## src/hw/rtl/sct_pkg.sv

```systemverilog
// ============================================================================
// sct_pkg
// Shared types, constants and microcode for the sine/cosine series unit.
// ============================================================================
`default_nettype none

package sct_pkg;

    // default configuration
    localparam int FRAC_BITS_DEF = 16;
    localparam int NUM_TERMS_DEF = 6;

    // guard bits carried below the output fraction in every term
    localparam int GUARD = 4;

    // 2*pi with 32 fraction bits
    localparam logic [63:0] TWO_PI_Q32 = 64'd26986075409;

    // field widths of the stream items
    localparam int ANGLE_W = 24;
    localparam int VALUE_W = 24;

    // microcode address width and step addresses
    localparam int PC_W = 4;
    localparam logic [PC_W-1:0] A_RED   = 4'd0;
    localparam logic [PC_W-1:0] A_INIT  = 4'd1;
    localparam logic [PC_W-1:0] A_MULMX = 4'd2;
    localparam logic [PC_W-1:0] A_RNDP  = 4'd3;
    localparam logic [PC_W-1:0] A_MULPX = 4'd4;
    localparam logic [PC_W-1:0] A_TRUNC = 4'd5;
    localparam logic [PC_W-1:0] A_MULTR = 4'd6;
    localparam logic [PC_W-1:0] A_EST   = 4'd7;
    localparam logic [PC_W-1:0] A_REM   = 4'd8;
    localparam logic [PC_W-1:0] A_ACC   = 4'd9;
    localparam logic [PC_W-1:0] A_FIN   = 4'd10;

    // datapath operations
    typedef enum logic [3:0] {
        OP_RED,     // one restoring step of the 2*pi reduction
        OP_INIT,    // finish reduction, load first term
        OP_MULMX,   // product = term * x
        OP_RNDP,    // p = rounded product
        OP_MULPX,   // product = p * x
        OP_TRUNC,   // t = rounded product, scaled down
        OP_MULTR,   // product = t * reciprocal of divisor
        OP_EST,     // quotient estimate from product high half
        OP_REM,     // remainder of the estimate
        OP_ACC,     // corrected quotient becomes next term, accumulate
        OP_FIN      // round, sign, saturate, load output register
    } t_op;

    // jump conditions
    typedef enum logic [1:0] {
        JC_NONE,     // fall through
        JC_CNT_NZ,   // jump while the step counter is nonzero
        JC_MORE,     // jump while more than one term remains
        JC_ONE_TERM  // jump when the series has a single term
    } t_jc;

    // one control word
    typedef struct packed {
        t_op             op;
        t_jc             jc;
        logic [PC_W-1:0] target;
    } t_uword;

    // status from the datapath to the sequencer
    typedef struct packed {
        logic cnt_nz;
        logic more;
        logic one_term;
        logic out_stall;
    } t_cond;

    function automatic t_uword f_uw(t_op op, t_jc jc, logic [PC_W-1:0] target);
        t_uword w;
        w.op     = op;
        w.jc     = jc;
        w.target = target;
        return w;
    endfunction

    // program: reduction loop, setup, eight-step term loop, finish
    function automatic t_uword f_ucode(logic [PC_W-1:0] addr);
        t_uword w;
        unique case (addr)
            A_RED:   w = f_uw(OP_RED,   JC_CNT_NZ,   A_RED);
            A_INIT:  w = f_uw(OP_INIT,  JC_ONE_TERM, A_FIN);
            A_MULMX: w = f_uw(OP_MULMX, JC_NONE,     A_MULMX);
            A_RNDP:  w = f_uw(OP_RNDP,  JC_NONE,     A_RNDP);
            A_MULPX: w = f_uw(OP_MULPX, JC_NONE,     A_MULPX);
            A_TRUNC: w = f_uw(OP_TRUNC, JC_NONE,     A_TRUNC);
            A_MULTR: w = f_uw(OP_MULTR, JC_NONE,     A_MULTR);
            A_EST:   w = f_uw(OP_EST,   JC_NONE,     A_EST);
            A_REM:   w = f_uw(OP_REM,   JC_NONE,     A_REM);
            A_ACC:   w = f_uw(OP_ACC,   JC_MORE,     A_MULMX);
            A_FIN:   w = f_uw(OP_FIN,   JC_NONE,     A_FIN);
            default: w = f_uw(OP_FIN,   JC_NONE,     A_FIN);
        endcase
        return w;
    endfunction

endpackage

`default_nettype wire

```

## src/hw/rtl/sct_seq.sv

```systemverilog
// ============================================================================
// sct_seq
// Microcode sequencer: step counter, control store and conditional jumps.
// ============================================================================
`default_nettype none

module sct_seq
    import sct_pkg::*;
(
    input  wire logic   i_clk,
    input  wire logic   i_rst_n,
    input  wire logic   i_start,
    input  wire t_cond  i_cond,
    output t_uword      o_uw,
    output logic        o_busy
);

    logic [PC_W-1:0] r_pc;
    logic            r_busy;
    t_uword          w_uw;
    logic            w_jump;

    // control store lookup and jump decision
    always_comb begin
        w_uw = f_ucode(r_pc);
        unique case (w_uw.jc)
            JC_NONE:     w_jump = 1'b0;
            JC_CNT_NZ:   w_jump = i_cond.cnt_nz;
            JC_MORE:     w_jump = i_cond.more;
            JC_ONE_TERM: w_jump = i_cond.one_term;
            default:     w_jump = 1'b0;
        endcase
    end

    // step counter
    always_ff @(posedge i_clk) begin
        if (!i_rst_n) begin
            r_busy <= 1'b0;
            r_pc   <= A_RED;
        end else if (!r_busy) begin
            if (i_start) begin
                r_busy <= 1'b1;
                r_pc   <= A_RED;
            end
        end else if (w_uw.op == OP_FIN) begin
            if (!i_cond.out_stall) begin
                r_busy <= 1'b0;
                r_pc   <= A_RED;
            end
        end else if (w_jump) begin
            r_pc <= w_uw.target;
        end else begin
            r_pc <= r_pc + 1'b1;
        end
    end

    assign o_uw   = w_uw;
    assign o_busy = r_busy;

    // program counter never leaves the program
    a_pc_range: assert property (@(posedge i_clk) disable iff (!i_rst_n)
        r_busy |-> (r_pc <= A_FIN))
        else $error("sequencer ran past the program");

    // a stalled finish step holds its place
    a_fin_hold: assert property (@(posedge i_clk) disable iff (!i_rst_n)
        (r_busy && w_uw.op == OP_FIN && i_cond.out_stall) |=> (r_busy && r_pc == A_FIN))
        else $error("finish step left while output stalled");

    // idle sequencer always restarts at the first step
    a_idle_pc: assert property (@(posedge i_clk) disable iff (!i_rst_n)
        !r_busy |-> (r_pc == A_RED))
        else $error("idle sequencer not parked at start");

endmodule

`default_nettype wire

```

## src/hw/rtl/sine_cosine_taylor_series.sv

```systemverilog
// ============================================================================
// sine_cosine_taylor_series
// Six-term Taylor-series sine / cosine with 2*pi range reduction.
// ============================================================================
// One request carries a signed Q8.16 angle in tdata and the function select in
// tuser (0 sine, 1 cosine). The angle magnitude is reduced into [0, 2*pi] by a
// restoring subtract loop of (21 - FRAC_BITS + 1) steps (6 at the defaults),
// then NUM_TERMS series terms are built one after the other on a single shared
// multiplier, each term after the first taking eight microcode steps (two
// multiplies by x, one multiply by a divisor reciprocal, rounding and a
// one-step quotient fix-up). An item passes through the reduction steps, the
// setup step, the term loop and the finish step, and one item is in work at a
// time. The result, signed Q8.16 in tdata with the saturation flag in tuser,
// sits in an output register, so a new request is taken while a result still
// waits to be read.
// ============================================================================
`default_nettype none

module sine_cosine_taylor_series
    import sct_pkg::*;
#(
    parameter int NUM_TERMS = NUM_TERMS_DEF,
    parameter int FRAC_BITS = FRAC_BITS_DEF
) (
    input  wire logic        i_clk,
    input  wire logic        i_rst_n,
    // request stream
    input  wire logic        i_s_tvalid,
    output logic             o_s_tready,
    input  wire logic [23:0] i_s_tdata,   // [23:0] angle
    input  wire logic        i_s_tuser,   // [0] cmd
    // result stream
    output logic             o_m_tvalid,
    input  wire logic        i_m_tready,
    output logic [23:0]      o_m_tdata,   // [23:0] value
    output logic             o_m_tuser    // [0] saturated
);

    // widths derived from the fraction size and term count
    localparam int F       = FRAC_BITS;
    localparam int XW      = (F + 3 < ANGLE_W) ? F + 3 : ANGLE_W;
    localparam int MW      = F + GUARD + 8;
    localparam int PW      = MW + 3;
    localparam int TW      = PW + XW - F + 1;
    localparam int PRW     = 2 * TW;
    localparam int AW      = MW + 3;
    localparam int MGW     = AW + 1 - GUARD;
    localparam int NP      = 2 * NUM_TERMS;
    localparam int NW      = $clog2(NP);
    localparam int DW      = $clog2(NP * (NP + 1) + 1);
    localparam int JMAX    = (F < 21) ? 21 - F : 0;
    localparam int CNT_MAX = (JMAX > NUM_TERMS - 1) ? JMAX : NUM_TERMS - 1;
    localparam int CTW     = $clog2(CNT_MAX + 2);
    localparam int CW      = ANGLE_W + 2;
    localparam logic [63:0] TP = (TWO_PI_Q32 + (64'd1 << (31 - F))) >> (32 - F);

    // sequencer interface
    t_uword w_uw;
    t_cond  w_cond;
    logic   w_busy;
    logic   w_accept;

    // datapath registers
    logic                r_cmd;
    logic                r_neg_in;
    logic                r_xz;
    logic [ANGLE_W-1:0]  r_y;
    logic [XW-1:0]       r_x;
    logic [CTW-1:0]      r_cnt;
    logic [MW-1:0]       r_m;
    logic [PW-1:0]       r_p;
    logic [PRW-1:0]      r_prod;
    logic [TW-1:0]       r_t;
    logic [TW-1:0]       r_q;
    logic [TW-1:0]       r_rem;
    logic signed [AW-1:0] r_acc;
    logic                r_sub;
    logic [NW-1:0]       r_pow;
    logic                r_m_tvalid;
    logic [VALUE_W-1:0]  r_m_tdata;
    logic                r_m_tuser;

    // divisor and reciprocal tables indexed by the previous power
    logic [TW-1:0] w_rcp [NP];
    logic [DW-1:0] w_dv  [NP];

    for (genvar n = 0; n < NP; n++) begin : g_rcp
        localparam logic [63:0] DV = 64'((n + 1) * (n + 2));
        localparam logic [63:0] RV = (64'd1 << TW) / DV;
        assign w_rcp[n] = RV[TW-1:0];
        assign w_dv[n]  = DV[DW-1:0];
    end

    // combinational helpers
    logic [ANGLE_W-1:0] w_mag_in;
    logic [CW-1:0]      w_tp_sh;
    logic               w_red_sub;
    logic [XW-1:0]      w_x_red;
    logic [DW-1:0]      w_d;
    logic [TW-1:0]      w_r;
    logic [TW-1:0]      w_mul_a;
    logic [TW-1:0]      w_mul_b;
    logic [PRW-1:0]     w_rnd;
    logic [PRW-1:0]     w_trc;
    logic [TW+DW-1:0]   w_qd;
    logic [MW-1:0]      w_m_new;
    logic [AW-1:0]      w_abs;
    logic [MGW-1:0]     w_mag;
    logic [AW:0]        w_abs_rnd;
    logic               w_neg_out;
    logic [VALUE_W-1:0] w_val;
    logic               w_sat;
    logic               w_act;
    logic               w_fin_go;

    // handshake, no request taken while in reset
    assign o_s_tready = i_rst_n && !w_busy;
    assign w_accept   = i_s_tvalid && o_s_tready;

    assign w_cond.cnt_nz    = (r_cnt != '0);
    assign w_cond.more      = (r_cnt > CTW'(1));
    assign w_cond.one_term  = (NUM_TERMS == 1);
    assign w_cond.out_stall = r_m_tvalid && !i_m_tready;

    assign w_act    = w_busy && (w_uw.op != OP_FIN);
    assign w_fin_go = w_busy && (w_uw.op == OP_FIN) && !w_cond.out_stall;

    sct_seq u_seq (
        .i_clk   (i_clk),
        .i_rst_n (i_rst_n),
        .i_start (w_accept),
        .i_cond  (w_cond),
        .o_uw    (w_uw),
        .o_busy  (w_busy)
    );

    // angle magnitude, reduction step, divisor lookup
    always_comb begin
        w_mag_in  = i_s_tdata[ANGLE_W-1] ? (~i_s_tdata + 1'b1) : i_s_tdata;
        w_tp_sh   = CW'(TP) << r_cnt;
        w_red_sub = !r_xz && ({2'b00, r_y} >= w_tp_sh);
        w_x_red   = r_xz ? '0 : XW'(r_y + 1'b1);
        w_d       = w_dv[r_pow];
        w_r       = w_rcp[r_pow];
    end

    // shared multiplier operand select
    always_comb begin
        case (w_uw.op)
            OP_MULPX: begin
                w_mul_a = TW'(r_p);
                w_mul_b = TW'(r_x);
            end
            OP_MULTR: begin
                w_mul_a = r_t;
                w_mul_b = w_r;
            end
            default: begin
                w_mul_a = TW'(r_m);
                w_mul_b = TW'(r_x);
            end
        endcase
    end

    // rounding, quotient fix-up and next term
    always_comb begin
        w_rnd   = r_prod + (PRW'(1) << (F - 1));
        w_trc   = r_prod + (PRW'(w_d) << (F - 1));
        w_qd    = r_q * w_d;
        w_m_new = r_q[MW-1:0] + MW'(r_rem >= TW'(w_d));
    end

    // final rounding, sign and saturation
    always_comb begin
        w_abs     = r_acc[AW-1] ? AW'(-r_acc) : AW'(r_acc);
        w_abs_rnd = {1'b0, w_abs} + (AW + 1)'(1 << (GUARD - 1));
        w_mag     = w_abs_rnd[AW:GUARD];
        w_neg_out = (r_acc[AW-1] ^ (!r_cmd && r_neg_in)) && (w_mag != '0);
        w_sat     = 1'b0;
        if (w_neg_out) begin
            if (64'(w_mag) > 64'h80_0000) begin
                w_sat = 1'b1;
                w_val = 24'h80_0000;
            end else begin
                w_val = VALUE_W'(-64'(w_mag));
            end
        end else begin
            if (64'(w_mag) > 64'h7F_FFFF) begin
                w_sat = 1'b1;
                w_val = 24'h7F_FFFF;
            end else begin
                w_val = VALUE_W'(w_mag);
            end
        end
    end

    // request capture and microcoded datapath
    always_ff @(posedge i_clk) begin
        if (w_accept) begin
            r_cmd    <= i_s_tuser;
            r_neg_in <= i_s_tdata[ANGLE_W-1];
            r_xz     <= (w_mag_in == '0);
            r_y      <= w_mag_in - 1'b1;
            r_cnt    <= CTW'(JMAX);
        end else if (w_act) begin
            case (w_uw.op)
                OP_RED: begin
                    if (w_red_sub) begin
                        r_y <= r_y - w_tp_sh[ANGLE_W-1:0];
                    end
                    if (r_cnt != '0) begin
                        r_cnt <= r_cnt - 1'b1;
                    end
                end
                OP_INIT: begin
                    r_x   <= w_x_red;
                    r_cnt <= CTW'(NUM_TERMS - 1);
                    r_sub <= 1'b1;
                    if (r_cmd) begin
                        r_m   <= MW'(1) << (F + GUARD);
                        r_acc <= AW'(1) << (F + GUARD);
                        r_pow <= '0;
                    end else begin
                        r_m   <= MW'(w_x_red) << GUARD;
                        r_acc <= AW'(w_x_red) << GUARD;
                        r_pow <= NW'(1);
                    end
                end
                OP_MULMX, OP_MULPX, OP_MULTR: begin
                    r_prod <= w_mul_a * w_mul_b;
                end
                OP_RNDP: begin
                    r_p <= w_rnd[F +: PW];
                end
                OP_TRUNC: begin
                    r_t <= w_trc[F +: TW];
                end
                OP_EST: begin
                    r_q <= r_prod[PRW-1:TW];
                end
                OP_REM: begin
                    r_rem <= r_t - w_qd[TW-1:0];
                end
                OP_ACC: begin
                    r_m   <= w_m_new;
                    r_acc <= r_sub ? (r_acc - $signed({{(AW-MW){1'b0}}, w_m_new}))
                                   : (r_acc + $signed({{(AW-MW){1'b0}}, w_m_new}));
                    r_sub <= !r_sub;
                    r_pow <= r_pow + NW'(2);
                    r_cnt <= r_cnt - 1'b1;
                end
                default: begin
                end
            endcase
        end
    end

    // output register
    always_ff @(posedge i_clk) begin
        if (!i_rst_n) begin
            r_m_tvalid <= 1'b0;
        end else if (w_fin_go) begin
            r_m_tvalid <= 1'b1;
        end else if (i_m_tready) begin
            r_m_tvalid <= 1'b0;
        end
        if (w_fin_go) begin
            r_m_tdata <= w_val;
            r_m_tuser <= w_sat;
        end
    end

    assign o_m_tvalid = r_m_tvalid;
    assign o_m_tdata  = r_m_tdata;
    assign o_m_tuser  = r_m_tuser;

    // reduced angle never exceeds 2*pi
    a_red_bound: assert property (@(posedge i_clk) disable iff (!i_rst_n)
        (w_busy && w_uw.op == OP_INIT) |-> (64'(w_x_red) <= TP))
        else $error("range reduction left angle above 2*pi");

    // reciprocal estimate is off by at most one divisor
    a_rem_bound: assert property (@(posedge i_clk) disable iff (!i_rst_n)
        (w_busy && w_uw.op == OP_ACC) |-> (64'(r_rem) < 64'(2 * w_d)))
        else $error("quotient estimate out of correction range");

    // a finished result always shows up on the output
    a_fin_out: assert property (@(posedge i_clk) disable iff (!i_rst_n)
        w_fin_go |=> r_m_tvalid)
        else $error("finished result not presented");

endmodule

`default_nettype wire
```

## config.mk

```make
export PLATFORM = sky130hd
export DESIGN_NAME = sine_cosine_taylor_series
export DESIGN_NICKNAME = d
export VERILOG_FILES = /design/src/hw/rtl/sct_pkg.sv /design/src/hw/rtl/sct_seq.sv /design/src/hw/rtl/sine_cosine_taylor_series.sv
export SDC_FILE = /design/constraint.sdc
export NUM_CORES = 2
export LEC_CHECK = 0
export BUFFER_PORTS_ARGS = -buffer_cell sky130_fd_sc_hd__buf_2
export CAP_MARGIN = 25
export CORE_AREA = 2 2 412 414
export DETAILED_ROUTE_END_ITERATION = 8
export DIE_AREA = 0 0 414 416
export MAX_ROUTING_LAYER = met4
export PLACE_DENSITY = 0.55
export SYNTH_ARGS = -nofsm -noshare
export SYNTH_HDL_FRONTEND = slang
export SYNTH_SLANG_ARGS = --single-unit
```

## constraint.sdc

```tcl
create_clock -name i_clk -period 9.15 [get_ports i_clk]
set_input_delay 0.915 -clock i_clk [delete_from_list [all_inputs] [get_ports i_clk]]
set_output_delay 0.915 -clock i_clk [all_outputs]
set_load 0.01 [all_outputs]
```

After elaboration in Yosys (flattened, before gate mapping)
Memories as Yosys holds them, arrays and structs flattened. A register that Yosys moved wholly into a read port is not among the register bits.
Cells that the tools add are included.
- bits in registers: 350
- output and inout bits: 27
- memories kept: 3
- ROM bits: 848
- logic and storage cells: 150
- bits of input ports: 29
- memory list (name ; words ; width ; read ports ; clocked after memory_dff ; wr ports ; RTL line ; RTL):
    (name not given) ; 16 ; 35 ; 1 ; 0 ; 0 ; sine_cosine_taylor_series.sv:144 ; w_r = w_rcp[r_pow];
    (name not given) ; 16 ; 10 ; 1 ; 1 ; 0 ; sct_pkg.sv:86 ; unique case (addr)
    (name not given) ; 16 ; 8 ; 1 ; 0 ; 0 ; sine_cosine_taylor_series.sv:143 ; w_d = w_dv[r_pow];
- shifts and indexed selects: 1
- equal/unequal tests: 16
- magnitude comparators: 6
- bitwise gates (word level): 4
- mux-type cells: 43
- reduce and logical (&&, ||, !) cells: 39
- multiply operators: 2
- $add $sub $neg: 16
- operators with widths (kind ; count):
    2-to-1 mux 24 bit ; 8
    2-to-1 mux 35 bit ; 3
    multiplier 35 x 35 -> 70 bit ; 1
    one-hot mux 35 bit (2 select lines) ; 1
    2-to-1 mux 31 bit ; 2
    one-hot mux 31 bit (2 select lines) ; 1
    one-hot mux 28 bit (2 select lines) ; 1
    adder 51 x 23 -> 51 bit ; 1
    adder 47 x 16 -> 47 bit (second input constant) ; 1
    2-to-1 mux 23 bit ; 2
    greater-or-equal comparator 35 x 8 -> 1 bit ; 1
    multiplier 35 x 8 -> 35 bit ; 1
    subtractor 35 bit ; 1
    adder 31 x 4 -> 32 bit (second input constant) ; 1
    adder 31 x 29 -> 31 bit ; 1
    negator 31 bit ; 1
    subtractor 31 x 29 -> 31 bit ; 1
    adder 28 x 1 -> 28 bit ; 1
    greater-than comparator 28 x 23 -> 1 bit (second input constant) ; 1
    greater-than comparator 28 x 24 -> 1 bit (second input constant) ; 1
    2-to-1 mux 4 bit ; 7
    nonzero test 28 bit ; 1
    AND reduction 3 bit ; 9
    greater-or-equal comparator 24 x 26 -> 1 bit ; 1
    other kinds (42) ; 78

Logic depth before layout (Yosys ltp)
- word-level depth: 9
- gate-level depth with buffers: 40
- mapped depth without buffers: 36

Modules after synthesis
A second synthesis with hierarchy kept.
- cells, all modules: 7361
- area, all modules: 66595.1 um^2
- by module, submodules not included (module ; seq. area each (um^2) ; area an instance (um^2) ; cells each ; instances):
    sine_cosine_taylor_series ; 9809.4 ; 65969.5 ; 7295 ; 1
    sct_seq ; 280.3 ; 625.6 ; 66 ; 1

Worst setup path before layout
OpenSTA, ideal clock, no wires.
- path type: register -> register
- start: register r_pow[1]
- end: register r_prod[62] (data pin)
- stages on the path, launching flop included: 34
- buffers on the path: 2
- period minus slack after synthesis: 9.401 ns
- setup slack: -0.251 ns
- setup time: 0.262 ns
- data required time: 8.888 ns
- data arrival time: 9.139 ns
- path through: edfxtp_1 -> clkbuf_1 -> inv_1 -> ha_1 -> a211oi_1 -> nor2_1 -> a21oi_1 -> clkbuf_1 -> nor2_1 -> fa_1 -> fa_1 -> inv_1 -> fa_1 -> inv_1 -> fa_1 -> fa_1 -> fa_1 -> fa_1 -> inv_1 -> fa_1 -> inv_1 -> ha_1 -> a21o_1 -> a21o_1 -> a21oi_1 -> nand3_1 -> nor2_1 -> o31ai_1 -> nand2_1 -> o211ai_1 -> o311a_1 -> o211a_1 -> a211oi_1 -> xnor2_1
- cells in the longest elaborated chain, start to end: 6
- ends and longest elaborated chain (what ; RTL line ; RTL):
    from (decl) ; sine_cosine_taylor_series.sv:78 ; logic [NW-1:0] r_pow;
    from (signal assigned) ; sine_cosine_taylor_series.sv:249 ; r_pow <= r_pow + NW'(2);
    inverter 4 -> 5 bit (implied by the code) ; sine_cosine_taylor_series.sv:144 ;
    memory (16 x 35 bit) ; - ;
    2-to-1 mux 35 bit (implied by the code) (2 in series) ; sine_cosine_taylor_series.sv:144 ;
    2-to-1 mux 35 bit ; sine_cosine_taylor_series.sv:149 ; case (w_uw.op)
    multiplier 35 x 35 -> 70 bit ; sine_cosine_taylor_series.sv:230 ; r_prod <= w_mul_a * w_mul_b;
    to (signal assigned) ; sine_cosine_taylor_series.sv:230 ;
    to (decl) ; sine_cosine_taylor_series.sv:72 ; logic [PRW-1:0] r_prod;
No other way between the ends. The select of a mux whose other input is x is not followed.
A chain may end at the register's enable or synchronous reset.

Worst setup path in the final report
- start: register u_seq.o_uw[9] (netlist name)
- end: register r_prod[67] (data pin)
- cells in the longest elaborated chain, start to end: 3
- elaborated cells between the ends (all ways): 5
- classes of those cells: mul (1); eq/ne (2); mux (2)
- ends and longest elaborated chain (what ; RTL line):
    == test 4 x 3 -> 1 bit ; sine_cosine_taylor_series.sv:149
    one-hot mux 35 bit (2 select lines) / 2-to-1 mux 35 bit (equally long branches) ; sine_cosine_taylor_series.sv:149
    multiplier 35 x 35 -> 70 bit (*) ; sine_cosine_taylor_series.sv:230
Mark *: on every way between the ends. The rest lies on a longest branch, timed or not.

==> flow_metrics.env <==
export IMPL_swShare_pct=47.9
export IMPL_slowest_stage="fa_1"
export IMPL_overflow=0
export IMPL_hold_viol=0
export IMPL_grt_max_degree=62
export IMPL_crit_start="u_seq.o_uw[9]$_DFF_P_"
export IMPL_grt_pass1_wl_microns=351000
export IMPL_met3_length_microns=15100
export IMPL_syn_area_sq_um=66700
export IMPL_syn_inst=7370
export IMPL_cts_tree="done"
export IMPL_worstHoldPathType="reg -> reg"
export IMPL_clock_root_buffer="clkbuf_16"
export IMPL_synth_edf_count=324
export IMPL_wl_per_cell_microns=23.4
export IMPL_cp_common_cell="fa_1"
export IMPL_viasPerCell=5.29
export IMPL_slew_violations=0
export IMPL_critPathMaxStageDelay_ns=0.59
export IMPL_grt_total_usage_pct=28.2
export IMPL_drive_gt1_share_pct=12.9
export IMPL_synthAdderAreaFrac_pct=45.9
export IMPL_fmax_ghz=0.110
export IMPL_synth_warnings=0
export IMPL_die_w_microns=414
export IMPL_fin_crit_sh_pct=99.7
export IMPL_firstDrtPassIters=6
export IMPL_cp_required_ns=9.59
export IMPL_ys_types=108
export IMPL_drv_cap=0
export IMPL_syn_area_per_cell_sq_um=9.06
export IMPL_status="finished clean"
export IMPL_postRouteAntennaNets=0
export IMPL_setup_violations=0
export IMPL_ioPinCount=56
export IMPL_seqPwrFrac_pct=11.4
export IMPL_synth_simple_area_share_pct=16.2
export IMPL_synth_top_family_by_area="adder cells"
export IMPL_crit_end="r_prod[67]$_DFFE_PP_"
export IMPL_first_iter_violations=4422
export IMPL_synth_seq_area_share_pct=15.1
export IMPL_routed_top_layer="met4"
export IMPL_cts_buffer_depth=3
export IMPL_design_core_area_sq_um=168000
export IMPL_ys_async_sr_fraction_pct=0
export IMPL_setup_tns_final_ns=0
export IMPL_portBuffers=55
export IMPL_ys_ff_latch=342
export IMPL_crit_fanout=16
export IMPL_wl_met2_microns=112000
export IMPL_synth_compound_area_share_pct=7.69
export IMPL_cts_made_buffers=38
export IMPL_areaGrowthSynthToFinish_pct=15.7
export IMPL_insertion_delay_ns=0.61
export IMPL_path_clk_slew_ns=0.07
export IMPL_clock_sinks=342
export IMPL_start_util_pct=39.7
export IMPL_die_area_sq_um=172000
export IMPL_num_rows=151
export IMPL_startpoint_type="flop"
export IMPL_p_int_mw=12.3
export IMPL_regToRegEndpoint="r_prod[67]$_DFFE_PP_"
export IMPL_timing_rr_start="u_seq.o_uw[9]$_DFF_P_"
export IMPL_htreeDepth=2
export IMPL_place_hpwl_microns=199000
export IMPL_synth_xor_area_share_pct=4.63
export IMPL_critPathTopFamily="adder cells"
export IMPL_clock_power_share_pct=7.7
export IMPL_switching_power_mw=11.3
export IMPL_wl_microns=236000
export IMPL_wl_met1_microns=98600
export IMPL_ir_drop_mv=0.922
export IMPL_power_density_nw_per_um2=305
export IMPL_placed_cell_area_sq_um=75000
export IMPL_muxShareOfSynthArea_pct=0.579
export IMPL_p_comb_share_pct=81.0
export IMPL_rsz0062_at_grt="true"
export IMPL_worstPathArrival_ns=9.56
export IMPL_r2r_setup_slack_ns=0.02
export IMPL_gp_congestion=1.03
export IMPL_antenna_found_initial=9
export IMPL_num_vias=53400
export IMPL_r2r_cells=34
export IMPL_worst_setup_path_end_kind="flop"
export IMPL_postCtsHoldBufs=0
export IMPL_fin_area_sq_um=77200
export IMPL_cp_depth=34
export IMPL_worst_pin_slew_ns=1.04
export IMPL_crit_buf_inv=9
export IMPL_period_minus_slack_ns=9.13
export IMPL_whs_path_depth=0
export IMPL_drc=0
export IMPL_path_class="reg -> reg"
export IMPL_finClkSkew_ns=0.0432
export IMPL_synthFlopType="edfxtp_1"
export IMPL_final_nets=9585
export IMPL_syn_nets=9112
export IMPL_grt_pass1_vias=55200
export IMPL_maxSlewHeadroom_pct=29.8
export IMPL_fp_dieH_microns=416
export IMPL_p_leak_nw=37.1
## cell usage after synthesis, types with 9 or more instances
cell / count / area [sq um]
a211oi_1: 15 / 113
a21boi_0: 9 / 67.6
a21o_1: 80 / 601
a21oi_1: 209 / 1050
a22oi_1: 35 / 263
a31oi_1: 28 / 175
and2_1: 180 / 1130
and3_1: 85 / 532
and4_1: 9 / 78.8
buf_1: 18 / 67.6
clkbuf_1: 303 / 1140
dfxtp_1: 18 / 360
edfxtp_1: 324 / 9730
fa_1: 1228 / 24600
ha_1: 485 / 6070
inv_1: 1419 / 5330
mux2i_1: 24 / 240
nand2_1: 712 / 2670
nand2b_1: 38 / 238
nand3_1: 108 / 541
nand4_1: 45 / 282
nor2_1: 925 / 3470
nor2b_1: 73 / 457
nor3_1: 71 / 355
nor3b_1: 16 / 120
nor4_1: 24 / 150
o211ai_1: 9 / 67.6
o21a_1: 65 / 488
o21ai_0: 172 / 861
o21ai_1: 24 / 120
o21bai_1: 22 / 165
o31a_1: 10 / 87.6
o31ai_1: 23 / 173
or2_2: 27 / 169
or3_1: 24 / 150
or4_1: 11 / 82.6
xnor2_1: 194 / 1700
xor2_1: 155 / 1360
## kinds of logic (layout without fill, tap and decap cells)
| group | Yosys count | after routing |
|---|---|---|
| AO/OA/AOI/OAI | 794 | 795 |
| XOR/XNOR | 351 | 351 |
| adder cells (fa/ha/maj) | 1713 | 1713 |
| buffers and inverters | 1753 | 2254 |
| flip-flops | 342 | 342 |
| multiplexers | 35 | 35 |
| other | 0 | 5 |
| AND/OR/NAND/NOR | 2382 | 2383 |
## cells in the final DEF, fill, tap and decap left out, types with 22 or more instances in the layout
| master | count |
|---|---|
| fa_1 | 1217 |
| a21o_1 | 78 |
| o21a_1 | 61 |
| and3_1 | 85 |
| a22oi_1 | 31 |
| nor2_1 | 909 |
| nand2_1 | 707 |
| nor2b_1 | 72 |
| inv_1 | 1417 |
| mux2i_1 | 23 |
| ha_1 | 482 |
| clkbuf_16 | 45 |
| nor4_1 | 23 |
| o21bai_1 | 22 |
| nand3_1 | 105 |
| or2_2 | 24 |
| nand2b_1 | 35 |
| buf_4 | 595 |
| xnor2_1 | 193 |
| buf_2 | 56 |
| xor2_1 | 155 |
| or3_1 | 24 |
| a31oi_1 | 27 |
| nor3_1 | 66 |
| buf_12 | 99 |
| a21oi_1 | 189 |
| edfxtp_1 | 324 |
| o21ai_0 | 147 |
| and2_1 | 178 |
| nand4_1 | 45 |
| o21ai_1 | 38 |
## area by class of cell
class,instances,area [sq um]
Antenna cell,5,12.5
Inverter,1421,5330
Fill cell,16300,90900
Tap cell,2218,2780
Sequential cell,342,10100
Multi-Input combinational cell,5277,50700
Timing Repair Buffer,763,6920
Clock inverter,20,355
Clock buffer,50,1080
## power groups by stage
stage          clock, mW  sequential [mW]  combinational [mW]
6_report            1.80             2.68                19.1
5_1_grt             1.89             2.69                21.0
4_1_cts             1.84             2.68                18.7
3_5_place_dp           0             2.71                18.5
3_3_place_gp           0             2.71                18.3
2_1_floorplan          0             2.66                10.8
## stage by stage
step	worst slack [ns]	total power [mW]	cells	hold WS (ns)	utilization, %
floorplan	0.0211	13.5	7370	0.400	-
global placement	-0.399	21.0	9985	0.410	44.6
detailed placement	-0.405	21.2	9987	0.413	44.6
CTS	0.00670	23.2	10100	0.430	45.5
global route	-0.205	25.6	10100	0.438	45.9
finish	0.0240	23.6	10100	0.425	45.9
## routing by layer
layer  vias to the layer above  track usage, %
met5                         -               -
met4                         0            9.23
met3                       378            3.32
met2                      1781            45.6
met1                     27300            36.9
li1                      23900               -
## worst min-delay path by stage
| stage | slack, ns | startpoint | to |
|---|---|---|---|
| after global routing | 0.44 | r_prod[57]$_DFFE_PP_ | r_q[22]$_DFFE_PP_ |
| after global placement | 0.41 | r_prod[61]$_DFFE_PP_ | r_q[26]$_DFFE_PP_ |
| after CTS | 0.43 | r_prod[59]$_DFFE_PP_ | r_q[24]$_DFFE_PP_ |
| after detailed placement | 0.41 | r_prod[55]$_DFFE_PP_ | r_q[20]$_DFFE_PP_ |
| final | 0.43 | r_prod[52]$_DFFE_PP_ | r_q[17]$_DFFE_PP_ |
| after floorplan | 0.40 | r_prod[51]$_DFFE_PP_ | r_q[16]$_DFFE_PP_ |
## registers in the layout, indices dropped and copies added (netlist names), 19 cells and up
name and cells:
r_m 28, r_rem 35, o_m_tdata 24, r_x 19
r_prod 54, r_y 24, r_p 31, r_t 35
r_acc 31, r_q 34
## timing repair
action / CTS / global route
endpoints found under the setup margin: 24 / 28
pin swaps: 3 / 32
gates cloned: 0 / 5
setup buffers: 4 / 25
gates resized for setup: 27 / 92
Note: power is estimated with default switching activity, not from simulation.
